===== config.mk =====
export PLATFORM = sky130hd
export DESIGN_NAME = chs_mod
export DESIGN_NICKNAME = d
export VERILOG_FILES = /design/src/chs_pkg.sv /design/src/chs_mod.sv
export SDC_FILE = /design/constraint.sdc
export NUM_CORES = 1
export LEC_CHECK = 0
export ABC_AREA = 1
export ABC_CLOCK_PERIOD_IN_PS = 1900
export CAP_MARGIN = 20
export CORE_ASPECT_RATIO = 0.75
export CORE_MARGIN = 2
export CORE_UTILIZATION = 25
export CTS_CLUSTER_DIAMETER = 30
export DETAILED_ROUTE_END_ITERATION = 6
export DONT_BUFFER_PORTS = 1
export HOLD_SLACK_MARGIN = 0.05
export RECOVER_POWER = 25
export SETUP_SLACK_MARGIN = 0.5
export SYNTH_ARGS = -nofsm -noshare
export SYNTH_HDL_FRONTEND = slang
export SYNTH_SLANG_ARGS = --single-unit

===== constraint.sdc =====
create_clock -name i_clk -period 1.9 [get_ports i_clk]
set_input_delay 0.38 -clock i_clk [delete_from_list [all_inputs] [get_ports i_clk]]
set_output_delay 0.38 -clock i_clk [all_outputs]
set_load 0.03 [all_outputs]

===== src/chs_pkg.sv =====
// ----------------------------------------------------------------------------
// chs_pkg
// Types and constants shared by the chained hash set modules.
// ----------------------------------------------------------------------------
package chs_pkg;

    localparam int KEY_W           = 31;
    localparam int SIZE_W          = 7;
    localparam int BIDX_W          = 6;
    localparam int DEF_NUM_BUCKETS = 64;
    localparam int DEF_CHAIN_DEPTH = 8;

    localparam logic [SIZE_W-1:0] TABLE_SIZE_RST = SIZE_W'(64);

    typedef enum logic [1:0] {
        OP_INSERT = 2'd0,
        OP_SEARCH = 2'd1,
        OP_REMOVE = 2'd2,
        OP_LIST   = 2'd3
    } t_op;

    typedef struct packed {
        t_op               op;
        logic [KEY_W-1:0]  key;
        logic [BIDX_W-1:0] bucket_index;
    } t_req;

    typedef struct packed {
        logic             found;
        logic             overflow;
        logic             entry_valid;
        logic [KEY_W-1:0] entry_value;
        logic             last;
    } t_rsp;

endpackage


===== src/chs_mod.sv =====
// ----------------------------------------------------------------------------
// chs_mod
// Restoring remainder unit: key modulo table size, one key bit per cycle.
// ----------------------------------------------------------------------------
module chs_mod (
    input  logic                       i_clk,
    input  logic                       i_rst_n,
    input  logic                       i_start,
    input  logic [chs_pkg::KEY_W-1:0]  i_dividend,
    input  logic [chs_pkg::SIZE_W-1:0] i_divisor,
    output logic                       o_done,
    output logic [chs_pkg::SIZE_W-1:0] o_rem
);
    import chs_pkg::*;

    localparam int CNT_W = $clog2(KEY_W);

    logic              r_run;
    logic              r_done;
    logic [CNT_W-1:0]  r_cnt;
    logic [SIZE_W-1:0] r_rem;
    logic [SIZE_W-1:0] r_dvs;
    logic [KEY_W-1:0]  r_dvd;
    logic [SIZE_W:0]   n_trial;

    always_comb begin
        n_trial = {r_rem, r_dvd[KEY_W-1]};
        if (n_trial >= {1'b0, r_dvs}) begin
            n_trial = n_trial - {1'b0, r_dvs};
        end
    end

    always_ff @(posedge i_clk) begin
        if (!i_rst_n) begin
            r_run  <= 1'b0;
            r_done <= 1'b0;
            r_cnt  <= '0;
        end else begin
            r_done <= 1'b0;
            if (i_start) begin
                r_run <= 1'b1;
                r_cnt <= CNT_W'(KEY_W - 1);
            end else if (r_run) begin
                r_cnt <= r_cnt - 1'b1;
                if (r_cnt == '0) begin
                    r_run  <= 1'b0;
                    r_done <= 1'b1;
                end
            end
        end
    end

    always_ff @(posedge i_clk) begin
        if (i_start) begin
            r_rem <= '0;
            r_dvs <= i_divisor;
            r_dvd <= i_dividend;
        end else if (r_run) begin
            r_rem <= n_trial[SIZE_W-1:0];
            r_dvd <= {r_dvd[KEY_W-2:0], 1'b0};
        end
    end

    assign o_done = r_done;
    assign o_rem  = r_rem;

endmodule


### Word level (Yosys, flattened, before mapping)

Cells that the tools add are included.

* add/subtract/negate cells: 2
* $lt $le $gt $ge: 1
* multiplexer cells: 9
* bitwise logic cells: 2
* reductions and logical operators: 4

Operator list (count)
* $mux W31: 2
* $mux W5: 2
* $ge A8 B7 Y1: 1
* $mux W7: 1
* $sub A7 B7 Y7: 1
* $logic_not A5 Y1: 1
* $sub A5 B1 Y5 const B: 1
* $mux W1: 4
* $reduce_or A3 Y1: 1
* $not A1 Y1: 2
* $reduce_bool A2 Y1: 1
* $reduce_or A2 Y1: 1

* register bits: 52
* logic and storage cells: 25

### Logic depth before layout (Yosys ltp)

Gate-level depths: netlist of the first run.

* depth after elaboration: 4
* mapped depth: 14
* gate-level depth less buffers: 14

### Worst setup path before layout of the first run

No wires, ideal clock.

* path type: register -> register
* from: register r_dvd[30]
* to: register r_rem[6], in the netlist o_rem[6]
* data arrival time: 1.578 ns
* data required time: 1.787 ns
* slack: 0.209 ns
* cell stages (with the launch flop): 15
* path buffers: 0
* period minus slack after synthesis: 1.691 ns
* path through: edfxtp_1 -> inv_1 -> ha_1 -> inv_1 -> fa_1 -> nand2_1 -> nand2_1 -> nand2_2 -> nand2_2 -> nand2_4 -> nand3_1 -> nand2_1 -> inv_1 -> nand2_1 -> nand2_1

* longest elaborated chain between the ends: 2
* elaborated cells on any way between the ends: 3
* those cells by class: add/sub (1); order compare (1); mux (1)

Ends and longest elaborated chain
* from (decl): line chs_mod.sv:23 `logic [KEY_W-1:0] r_dvd;`
* from (signal assigned): line chs_mod.sv:57 `r_dvd <= i_dividend;`
* from (signal assigned): line chs_mod.sv:60 `r_dvd <= {r_dvd[KEY_W-2:0], 1'b0};`
* $sub A7 B7 Y7 or $ge A8 B7 Y1 (tied branches): line chs_mod.sv:29, chs_mod.sv:28
* $mux W7 (*): line chs_mod.sv:28 `if (n_trial >= {1'b0, r_dvs}) begin`
* to (signal assigned): line chs_mod.sv:59 `r_rem <= n_trial[SIZE_W-1:0];`
* to (decl): line chs_mod.sv:21 `logic [SIZE_W-1:0] r_rem;`

Every way passes the cells marked *; elsewhere a longest branch is shown, timed or not.
A chain may end at the register's enable or synchronous reset.

### Final worst setup path of the first run

* from: register r_dvd[30]
* to: register r_rem[2], in the netlist o_rem[2]

Same word-level chain as after synthesis.

==> results.sh, run 1 <==
export IMPL_slew_headroom_pct=39.7
export IMPL_crit_fanout=2
export IMPL_ys_seq_area_share_pct=56.3
export IMPL_clk_pin_slew_ns=0.07
export IMPL_whs_ns=0.180
export IMPL_clock_fmax_mhz=566
export IMPL_nets=348
export IMPL_ys_warn_count=0
export IMPL_finalCritPeriodShare_pct=93.0
export IMPL_port_buffers=0
export IMPL_maxSlewViolCount=0
export IMPL_via_per_inst=4.26
export IMPL_wire_per_inst_um=12.1
export IMPL_die_width_um=120
export IMPL_fillers=1025
export IMPL_gp_congestion=0.840
export IMPL_synth_area_sq_um=2520
export IMPL_gr_total_overflow=0
export IMPL_fin_total_pwr_mw=2.77
export IMPL_cts_sinks=52
export IMPL_core_sq_um=9740
export IMPL_worst_slew_pin_slew_ns=0.903
export IMPL_ys_ff_latch=52
export IMPL_drc=0
export IMPL_status="finished, final reports clean"
export IMPL_die_area_sq_um=10900
export IMPL_postSynth_asyncResetShare_pct=0
export IMPL_io_pins=49
export IMPL_synthXorXnorAreaFrac_pct=1.04
export IMPL_root_buffer="clkbuf_16"
export IMPL_rsz0062_at_grt="yes"
export IMPL_clk_path_buf_depth=2
export IMPL_crit_required_ns=2.07
export IMPL_synth_edf_count=38
export IMPL_rows=31
export IMPL_p_sw_mw=0.700
export IMPL_synthesis_nets=336
export IMPL_power_density_nw_per_um2=918
export IMPL_drtIter0Drc=60
export IMPL_crit_type="reg2reg"
export IMPL_cap_violations=0
export IMPL_synth_compound_gate_area_share_pct=3.47
export IMPL_critPathArrivalTime_ns=1.94
export IMPL_htree_levels=2
export IMPL_ant_nets=0
export IMPL_min_path_type="in2reg"
export IMPL_area_growth_syn_to_layout_pct=19.5
export IMPL_grt_max_degree=45
export IMPL_final_layout_size_suffix_gt1_share_pct=15.7
export IMPL_grt_antenna_before_repair=0
export IMPL_place_inst=419
export IMPL_layout_common_cells="nand2_1 (125), edfxtp_1 (38), inv_1 (30)"
export IMPL_synth_simple_gate_area_share_pct=28.0
export IMPL_leakage_nw=1.39
export IMPL_gr_usage_all_layers_pct=9.58
export IMPL_clk_latency_ns=0.29
export IMPL_hold_viol=0
export IMPL_finalWorstSetupSlack_ns=0.134
export IMPL_ys_flop_type="edfxtp_1"
export IMPL_layout_cells_non_filler=431
export IMPL_post_dp_cell_area_sq_um=2740
export IMPL_power_internal_mw=2.07
export IMPL_synthAdderAreaFrac_pct=4.76
export IMPL_combPwrFrac_pct=15.1
export IMPL_cp_start_kind="register"
export IMPL_grt_pass1_wl_mm=8.37
export IMPL_fin_tns_setup_ns=0
export IMPL_finClkSkew_ns=0.00778
export IMPL_switching_share_pct=25.3
export IMPL_via_count=1838
export IMPL_clkPwrFrac_pct=34.9
export IMPL_dp_hpwl_mm=3.57
export IMPL_grt_pass1_vias=1734
export IMPL_fin_crit_ns=1.77
export IMPL_start_util_pct=25.9
export IMPL_final_common_cell="nand2_1"
export IMPL_routed_wl_mm=5.21
export IMPL_synth_mux_area_share_pct=0
export IMPL_synthCells=286
export IMPL_pre_cts_slack_ns=0.123
export IMPL_syn_avg_cell_area_sq_um=8.83
export IMPL_ir_drop_mv=0.413
export IMPL_final_util_pct=31.0
export IMPL_cts_buffers=5
export IMPL_fp_dieH_um=91.0
export IMPL_finalInstanceArea_sq_um=3020
export IMPL_first_pass_iters=4
export IMPL_critPathCaptureType="register"
export IMPL_setup_viol=0
export IMPL_n_antenna_cell=0
export IMPL_synth_distinct_cells=30
export IMPL_tritoncts="built"
export IMPL_synth_top_family_by_area="simple AND/OR/NAND/NOR gates"
export IMPL_power_frac_seq_pct=50.0
export IMPL_ctsHoldBuffers=0
[repair_timing]
action                                  in CTS  in global routing
resized for setup                            6                 15
endpoints found under the hold margin        0                  0
pin swaps                                    2                  5
setup buffers                                2                  1
endpoints found under the setup margin       7                  9
cloned                                       1                  0
[registers in the layout (all words and copies together) (netlist names)]
signal  flops
r_dvd      31
o_rem       7
r_dvs       7
r_cnt       5
o_done      1
r_run       1
[critical path: stages, from the launching register on]
cell      delay (ns)
edfxtp_1        0.38
inv_2           0.09
ha_4            0.14
inv_4           0.03
fa_2            0.35
buf_4           0.14
buf_4           0.12
xnor2_1         0.19
nand2_1         0.08
nand3_1         0.07
o21ai_1         0.06
[cell families (layout without fill, tap and decap cells)]
group | Yosys count | count (layout)
and+or+nand+nor | 167 | 168
DFF | 52 | 52
buffers and inverters | 42 | 54
AOI/OAI and AO/OA | 13 | 13
adders and majority gates | 9 | 9
xor gates and xnor gates | 3 | 3
[layout make-up]
cell class	instances	area (sq um)	area share [%]
Clock buffer	7	154	5.10
Clock inverter	1	5.00	0.166
Inverter	35	134	4.44
Multi-Input combinational cell	193	1040	34.5
Tap cell	132	165	5.47
Sequential cell	52	1420	47.2
Timing Repair Buffer	11	95.1	3.15
[metal layers]
metal	up-vias	wire [um]	global-route usage (%)
met4	0	75	3.04
li1	939	-	-
met3	9	317	2.89
met1	846	2490	13.5
met5	-	0	0
met2	44	2320	14.0
[cell usage after synthesis, types with 2 or more instances]
cell type,number,area share (%)
nand2_1,130,19
edfxtp_1,38,45
inv_1,31,4.6
nand3_1,17,3.4
dfxtp_1,14,11
ha_1,8,4.0
clkbuf_1,6,0.89
nor2_1,5,0.74
a21oi_1,4,0.79
inv_2,4,0.59
o21ai_1,4,0.79
nand2_2,2,0.50
nand2_4,2,0.89
nand3b_1,2,0.59
nand4_1,2,0.50
or2_1,2,0.50
xor2_1,2,0.69
[final timing paths]
kind	end	startpoint	cells past startpoint	slack (ns)
setup / recovery	o_rem[2]$_SDFFE_PP0P_	r_dvd[30]$_DFFE_PP_	10	0.13
hold / removal	r_dvs[3]$_DFFE_PP_	i_divisor[3]	0	0.18
setup reg to reg	o_rem[2]$_SDFFE_PP0P_	r_dvd[30]$_DFFE_PP_	10	0.13
hold reg to reg	r_cnt[0]$_SDFFE_PP0P_	r_cnt[0]$_SDFFE_PP0P_	2	0.48
[power groups by stage]
stage	Combinational (mW)	Clock (mW)	Sequential, mW
final	0.418	0.968	1.38
after global routing	0.472	1.03	1.40
after CTS	0.380	0.993	1.38
after detailed placement	0.357	0	1.41
after global placement	0.350	0	1.40
after floorplan	0.267	0	1.41
Note: power is estimated with default switching activity, not from simulation.
==> inputs of run 2 (changes only) <==
Settings changed: CORE_UTILIZATION 25 to 57, PLACE_DENSITY set to 0.72.
==> results.sh, run 2 (same netlist as run 1, synthesis figures left out) <==
export IMPL_multi_input_area_sq_um=993
export IMPL_dp_hpwl_mm=3.33
export IMPL_cp_start_kind="register"
export IMPL_nets=345
export IMPL_fin_total_pwr_mw=2.50
export IMPL_n_antenna_cell=0
export IMPL_met1_usage_pct=30.2
export IMPL_rows=20
export IMPL_power_density_nw_per_um2=894
export IMPL_grt_pass1_vias=1586
export IMPL_ant_nets=0
export IMPL_gp_congestion=0.890
export IMPL_slew_headroom_pct=40.5
export IMPL_fp_dieH_um=61.6
export IMPL_ctsHoldBuffers=0
export IMPL_drc=0
export IMPL_finalCritPeriodShare_pct=92.9
export IMPL_final_common_cell="nand2_1"
export IMPL_rsz0062_at_grt="yes"
export IMPL_fin_crit_ns=1.77
export IMPL_crit_type="reg2reg"
export IMPL_start_util_pct=60.8
export IMPL_place_inst=340
export IMPL_grt_max_degree=45
export IMPL_area_growth_syn_to_layout_pct=10.7
export IMPL_worst_slew_pin_slew_ns=0.891
export IMPL_grt_use_met3_pct=4.69
export IMPL_gr_total_overflow=0
export IMPL_wire_per_inst_um=13.2
export IMPL_crit_fanout=6
export IMPL_maxSlewViolCount=0
export IMPL_routed_wl_mm=4.63
export IMPL_htree_levels=2
export IMPL_critPathArrivalTime_ns=1.99
export IMPL_clock_fmax_mhz=566
export IMPL_die_area_sq_um=4980
export IMPL_min_path_type="in2reg"
export IMPL_top_register="r_dvd"
export IMPL_via_per_inst=5.10
export IMPL_setup_viol=0
export IMPL_cts_sinks=52
export IMPL_ir_drop_mv=0.802
export IMPL_die_width_um=80.9
export IMPL_finClkSkew_ns=0.00870
export IMPL_fin_tns_setup_ns=0
export IMPL_core_sq_um=4150
export IMPL_clk_pin_slew_ns=0.09
export IMPL_tritoncts="built"
export IMPL_status="finished, final reports clean"
export IMPL_first_pass_iters=4
export IMPL_clk_path_buf_depth=2
export IMPL_hold_viol=0
export IMPL_leakage_nw=1.34
export IMPL_layout_common_cells="nand2_1 (128), edfxtp_1 (38), inv_1 (30)"
export IMPL_post_dp_cell_area_sq_um=2610
export IMPL_critPathCaptureType="register"
export IMPL_grt_met2_usage_pct=29.6
export IMPL_largest_reg_flops=31
export IMPL_io_pins=49
export IMPL_grt_pass1_wl_mm=7.36
export IMPL_drtIter0Drc=109
export IMPL_clk_latency_ns=0.29
export IMPL_via_count=1789
export IMPL_crit_required_ns=2.12
export IMPL_layout_cells_non_filler=351
export IMPL_cts_buffers=5
export IMPL_fillers=366
export IMPL_final_layout_size_suffix_gt1_share_pct=12.8
export IMPL_finalInstanceArea_sq_um=2790
export IMPL_grt_antenna_before_repair=0
export IMPL_cap_violations=0
export IMPL_port_buffers=0
export IMPL_root_buffer="clkbuf_8"
export IMPL_seq_area_sq_um=1420
export IMPL_grt_busiest_layer="met1"
export IMPL_gr_usage_all_layers_pct=20.1
run 2: where the power goes:
part           internal [mW]  switching (mW)
Clock                  0.390           0.344
Combinational          0.142           0.238
Sequential              1.34          0.0435
run 2: worst paths after layout:
kind | from | to | slack, ns | cells after the start
worst min-delay path | i_divisor[6] | r_dvs[6]$_DFFE_PP_ | 0.18 | 0
worst min register to register | r_cnt[0]$_SDFFE_PP0P_ | r_cnt[0]$_SDFFE_PP0P_ | 0.50 | 2
worst max register to register | r_dvd[30]$_DFFE_PP_ | o_rem[2]$_SDFFE_PP0P_ | 0.13 | 13
worst max-delay path | r_dvd[30]$_DFFE_PP_ | o_rem[2]$_SDFFE_PP0P_ | 0.13 | 13
run 2: area by class of cell:
type	count	area share, %
inverter	35	4.79
clock inverter	3	1.52
clock buffer	5	2.46
timing repair buffer	8	2.28
multi-input combinational	193	35.6
sequential	52	50.9
tap	55	2.46
run 2: what timing repair did:
| item | CTS | global route |
|---|---|---|
| setup endpoints to repair | 39 | 9 |
| buffers inserted | 1 | 1 |
| pin swaps | 2 | 3 |
| cloned | 1 | 0 |
| gates resized for setup | 2 | 10 |
run 2: stage by stage:
stage	util (%)	setup WS, ns	hold slack [ns]
after global placement	62.9	0.183	0.472
after global routing	67.3	0.0252	0.163
after detailed placement	62.9	0.134	0.479
after floorplan	-	0.262	0.454
final	67.3	0.134	0.180
after CTS	66.0	0.135	0.163
run 2: per-layer routing:
layer  up-vias  share of wire (%)
li1        937                  -
met1       799                 50
met2        51                 44
met3         2                5.5
met4         0               0.41
met5         -                  0
run 2: critical path, cell delays in order (launching register included):
cell,delay (ns)
edfxtp_1,0.38
inv_2,0.08
ha_4,0.12
inv_2,0.04
fa_2,0.37
nand2_2,0.07
nand2_2,0.06
nand2_2,0.10
nand2_4,0.07
nand2_4,0.10
nand2_4,0.08
nand2_1,0.08
nand3_1,0.06
o21ai_1,0.07
